<file path="src/rtl/core/mfa_pkg.sv">
// Types and constants shared by the metaball field accumulator.
package mfa_pkg;

	localparam int CoordW = 16;
	localparam int DiffW  = 17;
	localparam int MagW   = 16;
	localparam int D2W    = 34;
	localparam int QW     = 40;
	localparam int ProdW  = MagW + QW;
	localparam int DvdW   = ProdW + 8;
	localparam int AccW   = 32;
	localparam int CntW   = 7;

	localparam logic [D2W-1:0]  MinD2       = D2W'(7);
	localparam logic [CntW-1:0] FieldDivLen = CntW'(40);
	localparam logic [CntW-1:0] NormDivLen  = CntW'(DvdW);

	typedef struct packed {
		logic signed [CoordW-1:0] vertex_x;
		logic signed [CoordW-1:0] vertex_y;
		logic signed [CoordW-1:0] vertex_z;
		logic signed [CoordW-1:0] center_x;
		logic signed [CoordW-1:0] center_y;
		logic signed [CoordW-1:0] center_z;
		logic        [CoordW-1:0] strength;
		logic                     first_sphere;
		logic                     last_sphere;
	} mfa_in_t;

	typedef struct packed {
		logic        [AccW-1:0] field_value;
		logic signed [AccW-1:0] normal_x;
		logic signed [AccW-1:0] normal_y;
		logic signed [AccW-1:0] normal_z;
		logic                   saturated;
	} mfa_out_t;

	typedef enum logic [2:0] {
		ST_IDLE,
		ST_SQUARE,
		ST_DIV_LOAD,
		ST_DIVIDE,
		ST_ADD_FIELD,
		ST_PRODUCT,
		ST_ADD_NORMAL,
		ST_EMIT
	} mfa_state_t;

endpackage

</file>
<file path="src/rtl/core/metaball_field_accumulate.sv">
// Metaball field and normal accumulator with a shared multiplier and bit-serial divider.
//
//  channel | signals                        | moves
//  --------+--------------------------------+---------------------------------------
//  input   | in_valid, in_ready, in_data    | one sphere request for one vertex
//  output  | out_valid, out_ready, out_data | field and normal after the last sphere
//
// A sphere is taken in the idle state, its differences are squared and summed in the
// square state, and then come a 40-step division for the field term and three 64-step
// divisions for the normal terms, all on a single restoring divider that retires one
// quotient bit a cycle, with a load, add or product state around each. in_ready is high
// only in the idle state. A finished result waits in the output register, so the next
// sphere is taken while it stalls; only a second result waits for the first to be taken.
// Reset clears all accumulators and the clip flag.
module metaball_field_accumulate
	import mfa_pkg::*;
(
	input  logic     clk,
	input  logic     arst_n,
	input  logic     in_valid,
	output logic     in_ready,
	input  mfa_in_t  in_data,
	output logic     out_valid,
	input  logic     out_ready,
	output mfa_out_t out_data
);

	mfa_state_t state_q, state_d;

	logic        [1:0]      ax_q;
	logic                   last_q;
	logic        [CoordW-1:0] strength_q;
	logic        [MagW-1:0] mag_q [3];
	logic                   neg_q [3];
	logic        [D2W-1:0]  d2_q;
	logic        [ProdW-1:0] prod_q;
	logic        [QW-1:0]   q_q;
	logic        [DvdW-1:0] dvd_q;
	logic        [D2W-1:0]  rem_q;
	logic        [CntW-1:0] cnt_q;
	logic                   normal_phase_q;
	logic        [AccW-1:0] value_acc_q;
	logic signed [AccW-1:0] nacc_q [3];
	logic                   clip_q;
	logic                   out_valid_q;
	mfa_out_t               out_q;

	logic                   accept;
	logic                   emit_ok;
	logic                   emit_load;

	logic signed [DiffW-1:0] diff [3];
	logic        [MagW-1:0] mag_sel;
	logic                   neg_sel;
	logic signed [AccW-1:0] nacc_sel;
	logic        [QW-1:0]   mul_b;
	logic        [ProdW-1:0] prod_d;
	logic        [D2W:0]    rem_sh;
	logic                   rem_ge;
	logic        [QW:0]     value_sum;
	logic        [D2W-1:0]  nsum;
	logic                   t_big;
	logic                   n_over;
	logic                   n_under;
	logic signed [AccW-1:0] nacc_new;
	logic                   nclip;

	// input differences, sign and magnitude per axis
	always_comb begin
		diff[0] = DiffW'(in_data.vertex_x) - DiffW'(in_data.center_x);
		diff[1] = DiffW'(in_data.vertex_y) - DiffW'(in_data.center_y);
		diff[2] = DiffW'(in_data.vertex_z) - DiffW'(in_data.center_z);
	end

	always_comb begin
		mag_sel  = '0;
		neg_sel  = 1'b0;
		nacc_sel = '0;
		case (ax_q)
			2'd0: begin
				mag_sel  = mag_q[0];
				neg_sel  = neg_q[0];
				nacc_sel = nacc_q[0];
			end
			2'd1: begin
				mag_sel  = mag_q[1];
				neg_sel  = neg_q[1];
				nacc_sel = nacc_q[1];
			end
			2'd2: begin
				mag_sel  = mag_q[2];
				neg_sel  = neg_q[2];
				nacc_sel = nacc_q[2];
			end
			default: begin
				mag_sel  = '0;
				neg_sel  = 1'b0;
				nacc_sel = '0;
			end
		endcase
	end

	// shared multiplier: squares in the square state, magnitude times q otherwise
	assign mul_b  = (state_q == ST_SQUARE) ? QW'(mag_sel) : q_q;
	assign prod_d = ProdW'(mag_sel) * ProdW'(mul_b);

	// one restoring step of the shared divider
	assign rem_sh = {rem_q, dvd_q[DvdW-1]};
	assign rem_ge = rem_sh >= {1'b0, d2_q};

	assign value_sum = (QW+1)'(value_acc_q) + (QW+1)'(dvd_q[QW-1:0]);

	// the normal term, saturating against a signed 32-bit range
	always_comb begin
		t_big    = |dvd_q[DvdW-1:AccW];
		nsum     = D2W'(nacc_sel)
			+ (neg_sel ? -D2W'(dvd_q[AccW-1:0]) : D2W'(dvd_q[AccW-1:0]));
		n_over   = !nsum[D2W-1] && (nsum[D2W-2:AccW-1] != 2'b00);
		n_under  = nsum[D2W-1] && (nsum[D2W-2:AccW-1] != 2'b11);
		nclip    = t_big || n_over || n_under;
		if (t_big) begin
			nacc_new = neg_sel ? {1'b1, {(AccW-1){1'b0}}} : {1'b0, {(AccW-1){1'b1}}};
		end else if (n_over) begin
			nacc_new = {1'b0, {(AccW-1){1'b1}}};
		end else if (n_under) begin
			nacc_new = {1'b1, {(AccW-1){1'b0}}};
		end else begin
			nacc_new = nsum[AccW-1:0];
		end
	end

	// next state
	always_comb begin
		state_d = state_q;
		unique case (state_q)
			ST_IDLE:       if (in_valid) state_d = ST_SQUARE;
			ST_SQUARE:     if (ax_q == 2'd3) state_d = ST_DIV_LOAD;
			ST_DIV_LOAD:   state_d = ST_DIVIDE;
			ST_DIVIDE: begin
				if (cnt_q == CntW'(1)) begin
					state_d = normal_phase_q ? ST_ADD_NORMAL : ST_ADD_FIELD;
				end
			end
			ST_ADD_FIELD:  state_d = ST_PRODUCT;
			ST_PRODUCT:    state_d = ST_DIV_LOAD;
			ST_ADD_NORMAL: begin
				if (ax_q != 2'd2) begin
					state_d = ST_PRODUCT;
				end else begin
					state_d = last_q ? ST_EMIT : ST_IDLE;
				end
			end
			ST_EMIT:       if (emit_ok) state_d = ST_IDLE;
			default:       state_d = ST_IDLE;
		endcase
	end

	// control outputs
	always_comb begin
		in_ready  = 1'b0;
		emit_load = 1'b0;
		unique case (state_q)
			ST_IDLE: in_ready  = 1'b1;
			ST_EMIT: emit_load = emit_ok;
			default: begin
				in_ready  = 1'b0;
				emit_load = 1'b0;
			end
		endcase
	end

	assign accept  = in_valid && in_ready;
	assign emit_ok = !out_valid_q || out_ready;

	always_ff @(posedge clk or negedge arst_n) begin
		if (!arst_n) begin
			state_q        <= ST_IDLE;
			ax_q           <= '0;
			normal_phase_q <= 1'b0;
			cnt_q          <= '0;
			value_acc_q    <= '0;
			nacc_q[0]      <= '0;
			nacc_q[1]      <= '0;
			nacc_q[2]      <= '0;
			clip_q         <= 1'b0;
			out_valid_q    <= 1'b0;
		end else begin
			state_q <= state_d;
			if (out_valid_q && out_ready) out_valid_q <= 1'b0;
			if (emit_load) out_valid_q <= 1'b1;
			unique case (state_q)
				ST_IDLE: begin
					if (accept) begin
						ax_q           <= '0;
						normal_phase_q <= 1'b0;
						if (in_data.first_sphere) begin
							value_acc_q <= '0;
							nacc_q[0]   <= '0;
							nacc_q[1]   <= '0;
							nacc_q[2]   <= '0;
							clip_q      <= 1'b0;
						end
					end
				end
				ST_SQUARE: begin
					ax_q <= (ax_q == 2'd3) ? 2'd0 : ax_q + 2'd1;
				end
				ST_DIV_LOAD: begin
					cnt_q <= normal_phase_q ? NormDivLen : FieldDivLen;
				end
				ST_DIVIDE: begin
					cnt_q <= cnt_q - CntW'(1);
				end
				ST_ADD_FIELD: begin
					normal_phase_q <= 1'b1;
					if (|value_sum[QW:AccW]) begin
						value_acc_q <= '1;
						clip_q      <= 1'b1;
					end else begin
						value_acc_q <= value_sum[AccW-1:0];
					end
				end
				ST_ADD_NORMAL: begin
					case (ax_q)
						2'd0:    nacc_q[0] <= nacc_new;
						2'd1:    nacc_q[1] <= nacc_new;
						2'd2:    nacc_q[2] <= nacc_new;
						default: nacc_q[0] <= nacc_q[0];
					endcase
					if (nclip) clip_q <= 1'b1;
					if (ax_q != 2'd2) ax_q <= ax_q + 2'd1;
				end
				default: begin
					ax_q <= ax_q;
				end
			endcase
		end
	end

	// datapath registers, no reset
	always_ff @(posedge clk) begin
		if (accept) begin
			last_q     <= in_data.last_sphere;
			strength_q <= in_data.strength;
			d2_q       <= '0;
			for (int i = 0; i < 3; i++) begin
				neg_q[i] <= diff[i][DiffW-1];
				mag_q[i] <= diff[i][DiffW-1] ? MagW'(-diff[i]) : MagW'(diff[i]);
			end
		end
		if (state_q == ST_SQUARE) begin
			if (ax_q != 2'd3) prod_q <= prod_d;
			if (ax_q != 2'd0) d2_q <= d2_q + prod_q[D2W-1:0];
		end
		if (state_q == ST_PRODUCT) prod_q <= prod_d;
		if (state_q == ST_DIV_LOAD) begin
			rem_q <= '0;
			if (d2_q == '0) d2_q <= MinD2;
			if (normal_phase_q) begin
				dvd_q <= {prod_q, 8'b0};
			end else begin
				dvd_q <= {strength_q, {(DvdW-CoordW){1'b0}}};
			end
		end
		if (state_q == ST_DIVIDE) begin
			rem_q <= rem_ge ? D2W'(rem_sh - {1'b0, d2_q}) : rem_sh[D2W-1:0];
			dvd_q <= {dvd_q[DvdW-2:0], rem_ge};
		end
		if (state_q == ST_ADD_FIELD) q_q <= dvd_q[QW-1:0];
		if (emit_load) begin
			out_q.field_value <= value_acc_q;
			out_q.normal_x    <= nacc_q[0];
			out_q.normal_y    <= nacc_q[1];
			out_q.normal_z    <= nacc_q[2];
			out_q.saturated   <= clip_q;
		end
	end

	assign out_valid = out_valid_q;
	assign out_data  = out_q;

endmodule

</file>
<file path="config.mk">
export PLATFORM = sky130hd
export DESIGN_NAME = metaball_field_accumulate
export DESIGN_NICKNAME = d
export VERILOG_FILES = /design/src/rtl/core/mfa_pkg.sv /design/src/rtl/core/metaball_field_accumulate.sv
export SDC_FILE = /design/constraint.sdc
export NUM_CORES = 2
export LEC_CHECK = 0
export ABC_AREA = 1
export BUFFER_PORTS_ARGS = -buffer_cell sky130_fd_sc_hd__buf_2
export CAP_MARGIN = 15
export CELL_PAD_IN_SITES_DETAIL_PLACEMENT = 0
export CELL_PAD_IN_SITES_GLOBAL_PLACEMENT = 2
export CORE_AREA = 4 4 368 370
export CTS_CLUSTER_DIAMETER = 80
export DETAILED_ROUTE_END_ITERATION = 12
export DIE_AREA = 0 0 372 374
export PLACE_DENSITY_LB_ADDON = 0.1
export SLEW_MARGIN = 5
export SYNTH_ARGS = -nofsm -noshare
export SYNTH_HDL_FRONTEND = slang
export SYNTH_SLANG_ARGS = --single-unit
</file>
<file path="constraint.sdc">
create_clock -name clk -period 12.09 [get_ports clk]
set_clock_uncertainty 0.05 [all_clocks]
set_input_delay 0.6045 -clock clk [delete_from_list [all_inputs] [get_ports clk]]
set_output_delay 0.6045 -clock clk [all_outputs]
set_load 0.1 [all_outputs]
</file>
* After elaboration in Yosys (flattened, before gate mapping)
Memories as Yosys holds them, arrays and structs flattened.
Index checks and enable logic that the tools add are counted.
** Word-level totals
- Bits in registers :: 517
- Memory bits (writable) :: 51
- Input port bits :: 118
- Output and inout port bits :: 131
- Word-level logic and storage cells :: 161
- Memories kept :: 2
** Memory list
- mag_q :: words 3, width 16, rd ports 3, clocked after Yosys merged registers in 0, write ports 3, line metaball_field_accumulate.sv:33 : logic [MagW-1:0] mag_q [3];
- neg_q :: words 3, width 1, rd ports 3, clocked after Yosys merged registers in 0, write ports 3, line metaball_field_accumulate.sv:34 : logic neg_q [3];
** Cells by class
- Add/subtract/negate cells :: 13
- $mul :: 1
- Magnitude comparators :: 1
- Equal/unequal tests :: 26
- Mux-type cells :: 63
- Reductions and logical operators :: 33
** Operators with widths (number)
- 32-bit 2-to-1 mux :: 10
- 34-bit 2-to-1 mux :: 9
- 64-bit 2-to-1 mux :: 3
- 96-bit 2-to-1 mux :: 2
- 96-bit case mux with 2 select lines :: 1
- 56-bit 2-to-1 mux :: 3
- 32-bit case mux with 3 select lines :: 1
- 34-bit adder :: 2
- 32-bit case mux with 2 select lines :: 1
- 16-bit by 40-bit multiplier with 56-bit output :: 1
- 16-bit by 16-bit subtractor with 17-bit output :: 3
- 16-bit 2-to-1 mux :: 3
- 16-bit negation :: 3
- 16-bit case mux with 3 select lines :: 1
- 32-bit by 40-bit adder with 41-bit output :: 1
- 40-bit 2-to-1 mux :: 1
- 35-bit by 34-bit >= comparator with 1-bit output :: 1
- 34-bit zero test :: 1
- 32-bit negation with 34-bit output :: 1
- 34-bit subtractor :: 1
- 32-bit OR reduction :: 1
- 2-bit inequality test, second input constant :: 12
- 3-bit case mux with 8 select lines :: 1
- 3-bit 2-to-1 mux :: 6
- other kinds (28) :: 68

* Depth between registers and ports, before layout
- Depth in word-level cells :: 11
- Gate-level depth with buffers :: 37
- Gate-level depth less buffers :: 34

* Worst setup path before layout
OpenSTA, ideal clock, no wires.
- Path kind :: flip-flop to flip-flop
- Start :: register ax_q[0]
- End :: register prod_q[40] (data pin)
- Library setup time :: 0.261 ns
- Data arrival time :: 6.714 ns
- Required time :: 11.779 ns
- Setup slack :: 5.065 ns
- Stages on the path, launching flop included :: 34
- Buffers on the path :: 3
- Clock period less this slack :: 7.025 ns
- Path through :: dfrtp_1 inv_1 ha_1 buf_2 buf_1 nand2_1 nand3_1 nand2_1 inv_1 buf_1 nand2_1 fa_1 inv_1 fa_1 inv_1 fa_1 inv_1 fa_1 fa_1 inv_1 fa_1 inv_1 ha_1 nand2_1 nor2_1 nand2_1 nor4_1 a21oi_1 o21ai_0 nand2_1 nand2_1 nand2_1 nand2_1 xor2_1
** Between the ends
- Cells in the longest elaborated chain, start to end :: 7
- Elaborated cells on any way between the ends :: 9
- Those cells by class :: mul (1); eq/ne (2); mux (5); reduce/logical (1)
** Ends and longest elaborated chain
- from (decl) :: line metaball_field_accumulate.sv:30 : logic [1:0] ax_q;
- from (signal assigned) :: line metaball_field_accumulate.sv:206 : ax_q <= (ax_q == 2'd3) ? 2'd0 : ax_q + 2'd1;
- from (signal assigned) :: line metaball_field_accumulate.sv:231 : if (ax_q != 2'd2) ax_q <= ax_q + 2'd1;
- from (signal assigned) :: line metaball_field_accumulate.sv:234 : ax_q <= ax_q;
- 2-bit == test (tied with other cells) :: line metaball_field_accumulate.sv:79 : case (ax_q)
- 16-bit case mux with 3 select lines (*) :: line metaball_field_accumulate.sv:79
- 40-bit 2-to-1 mux :: line metaball_field_accumulate.sv:104 : assign mul_b = (state_q == ST_SQUARE) ? QW'(mag_sel) : q_q;
- 16-bit by 40-bit multiplier with 56-bit output (*) :: line metaball_field_accumulate.sv:105 : assign prod_d = ProdW'(mag_sel) * ProdW'(mul_b);
- net prod_d[40] :: line metaball_field_accumulate.sv:57 : logic [ProdW-1:0] prod_d;
- 56-bit 2-to-1 mux :: line metaball_field_accumulate.sv:252 : if (ax_q != 2'd3) prod_q <= prod_d;
- 56-bit 2-to-1 mux :: line metaball_field_accumulate.sv:251 : if (state_q == ST_SQUARE) begin
- 56-bit 2-to-1 mux (*) :: line metaball_field_accumulate.sv:255 : if (state_q == ST_PRODUCT) prod_q <= prod_d;
- to (signal assigned) :: line metaball_field_accumulate.sv:252
- to (signal assigned) :: line metaball_field_accumulate.sv:255
- to (decl) :: line metaball_field_accumulate.sv:36 : logic [ProdW-1:0] prod_q;
Mark *: on every way through the listed nets, which the timed path passes. The rest lies on a longest branch. The select of a mux whose other input is x is not followed.
A chain may end at the register's enable or synchronous reset.

* Worst setup path after layout
- Start :: register ax_q[0]
- End :: register prod_q[55] (data pin)
Same word-level chain as after synthesis.

==> impl_metrics.tcl <==
set metrics [dict create \
    synth.net_count 7912 \
    syn_avg_cell_area_um2 7.94 \
    globalRouteTotalUtil_pct 27.3 \
    initial_core_util_pct 41.6 \
    place_congestion 0.917 \
    cp-endpoint "prod_q[55]$_DFFE_PP_" \
    yosys.area.top_type "edfxtp_1" \
    fin_crit_sh_pct 72.4 \
    via_count 46300 \
    fillers 13600 \
    cp-start-kind "flop" \
    relSlewSlack_pct 27.6 \
    fmax_ghz 0.114 \
    r2r_start "ax_q[0]$_DFFE_PN0P_" \
    cts.reportedPaths.clkPinSlew_ns 0.06 \
    antenna_found_initial 6 \
    hold_path.class "in2reg" \
    syn_area_um2 55100 \
    wirelength_um 190000 \
    drt_first_pass_iters 5 \
    slew_viol_final 0 \
    synth.distinct_cells 58 \
    fin_util_pct 45.9 \
    hold_slack_ns 0.0541 \
    drtAntennaViolNets 0 \
    yosys_register_bits 568 \
    finalNetCount 8112 \
    cts_max_level 3 \
    synth-main-ff-cell "edfxtp_1" \
    io_pins 249 \
    cp_slowest_cell "buf_4" \
    dieWidth_um 372 \
    ff2ff_path_depth 29 \
    r2r-end "prod_q[55]$_DFFE_PP_" \
    drc_errors 0 \
    path_max_fanout 52 \
    die_y_um 374 \
    grt_pass1_wl_um 288000 \
    grt_pass1_vias 46900 \
    cts_tree "yes" \
    grt_setup_unrepaired "no" \
    critPathArrivalTime_ns 9.09 \
    synth_top_area_share_pct 21.3 \
    drt-initial-drc-count 3200 \
    crit_start "ax_q[0]$_DFFE_PN0P_" \
    drive_gt1_share_pct 7.25 \
    netlist_instances 6939 \
    outcome "complete, no violations" \
    avgRoutedWirePerCell_um 21.2 \
    finalHoldViolCount 0 \
    seq_area_frac_synth_pct 29.0 \
    slowest_delay_ns 0.68 \
    worstMarginPinSlew_ns 1.09 \
    cp.required_ns 12.42 \
    hpwl_um 153000 \
    cts_root_buf "clkbuf_16" \
    regArea_um2 16000 \
    setup_viol 0 \
    path_common_cell "inv_1" \
    clk_path_buf_depth 3 \
    synth_area_leaders "edfxtp_1, fa_1, nand2_1" \
    cts_sinks 568 \
    multi_input_area_um2 33700 \
    ys_warn_count 0 \
    cts_buffers 70 \
    ff2ff_setup_slack_ns 3.33 \
    synth_edf_count 391 \
    rows 134 \
    period_minus_slack_ns 8.76 \
    ys_async_sr_fraction_pct 25.2 \
    syn_to_final_growth_pct 10.4 \
    portBuffers 248 \
    dieArea_um2 139000 \
    fin_tns_setup_ns 0 \
    cp-end-kind "flop" \
    path_class "reg2reg" \
    grt-ovfl-total 0 \
    avgViaCountPerCell 5.16 \
    drv_cap 0 \
    clk_latency_ns 0.69 \
    grt_max_degree 77 \
    core_area_um2 133000 \
]
worst min-delay path by stage:
stage	depth (start not counted)	slack (ns)	end	startpoint
3_3_place_gp	0	0.41	out_data[28]$_DFFE_PP_	nacc_q[27]$_DFFE_PN0P_
2_1_floorplan	0	0.26	ax_q[0]$_DFFE_PN0P_	arst_n
5_1_grt	1	0.03	strength_q[12]$_DFFE_PP_	in_data[14]
4_1_cts	1	0.001	strength_q[15]$_DFFE_PP_	in_data[17]
6_report	1	0.05	strength_q[15]$_DFFE_PP_	in_data[17]
3_5_place_dp	0	0.41	out_data[16]$_DFFE_PP_	nacc_q[15]$_DFFE_PN0P_
metal layers:
metal	vias up	wire length (µm)	part of all wire, %	track usage (%)
li1	22200	-	-	-
met4	4	5250	2.8	7.54
met2	1296	91500	48	46.1
met1	22500	82100	43	36.5
met5	-	31	0.016	0
met3	236	11300	5.9	4.23
state kept, by name, indices dropped and copies added (netlist names), 16 cells and up:
name         count
q_q             40
rem_q           34
out_data       129
value_acc_q     32
d2_q            34
dvd_q           64
prod_q          56
mag_q           48
nacc_q          96
strength_q      16
cell usage after synthesis, types with 4 or more instances:
cell type,number
a21boi_0,8
a21o_1,26
a21oi_1,272
a221oi_1,9
a22o_1,9
a22oi_1,5
a31oi_1,51
and3_1,5
buf_1,20
buf_2,22
buf_4,4
buf_6,9
clkbuf_1,127
clkinv_1,15
dfrtp_1,143
dfxtp_1,34
edfxtp_1,391
fa_1,537
ha_1,318
inv_1,1215
inv_2,13
nand2_1,1883
nand2_2,17
nand3_1,287
nand3_2,8
nand3b_1,13
nand4_1,46
nor2_1,680
nor2_2,15
nor2_4,4
nor3_1,40
nor4_1,19
o211ai_1,25
o21a_1,10
o21ai_0,218
o21ai_1,102
o21ai_2,7
o21bai_1,38
o22ai_1,12
or2_2,22
xnor2_1,73
xor2_1,161
through the flow:
| step | cell area [µm²] | instances | setup WS [ns] |
|---|---|---|---|
| floorplan | 55100 | 6939 | 5.07 |
| global placement | 58300 | 8828 | 3.64 |
| detailed placement | 58300 | 8828 | 3.55 |
| CTS | 60800 | 8964 | 3.48 |
| global route | 60900 | 8965 | 2.82 |
| finish | 60900 | 8966 | 3.33 |
cells by family (layout without fill, tap and decap cells):
kind of cell,after synthesis,after routing,synth area share [%]
fa+ha+maj,855,855,26.7
simple gates,3047,3047,22.3
xor+xnor,234,234,3.72
compound gates,810,810,8.29
other cells,0,1,0
flops,568,568,29.0
buf+inv,1425,1683,9.90
final cells by class:
| cell class | count | area share [%] |
|---|---|---|
| multi-input cells | 4946 | 55.4 |
| flip-flops and latches | 568 | 26.3 |
| inverters | 1243 | 7.67 |
| well taps | 1768 | 3.63 |
| clock buffers | 83 | 3.02 |
| repair buffers | 310 | 2.87 |
| clock inverters | 47 | 1.08 |
| diodes | 1 | 0.00411 |
critical path: cells and delay by family (launching register included):
family / cells / cell delay [ns]
compound gates: 1 / 0.20
xor+xnor: 1 / 0.18
buf+inv: 10 / 1.74
flops: 1 / 0.41
fa+ha+maj: 8 / 3.88
simple gates: 9 / 1.89
cell usage in the layout (no fill, tap or decap), types with 38 or more instances in the layout:
cell,n
ha_1,315
buf_4,55
clkbuf_16,70
o21bai_1,38
nand3_1,287
fa_1,537
buf_2,247
nor3_1,40
inv_1,1212
nor2_1,675
edfxtp_1,391
xnor2_1,73
nand2_1,1883
dfrtp_1,143
o21ai_1,103
a31oi_1,51
o21ai_0,217
xor2_1,161
nand4_1,46
a21oi_1,270
what timing repair did:
| item | 4_1_cts | 5_1_grt |
|---|---|---|
| hold endpoints to repair | 80 | 0 |
| hold buffers | 6 | 0 |
| gates resized for setup | 0 | 0 |
| buffers inserted | 0 | 0 |
Power is not shown: default switching activity piles up to over one toggle a cycle in this logic, so the estimate is an artifact.
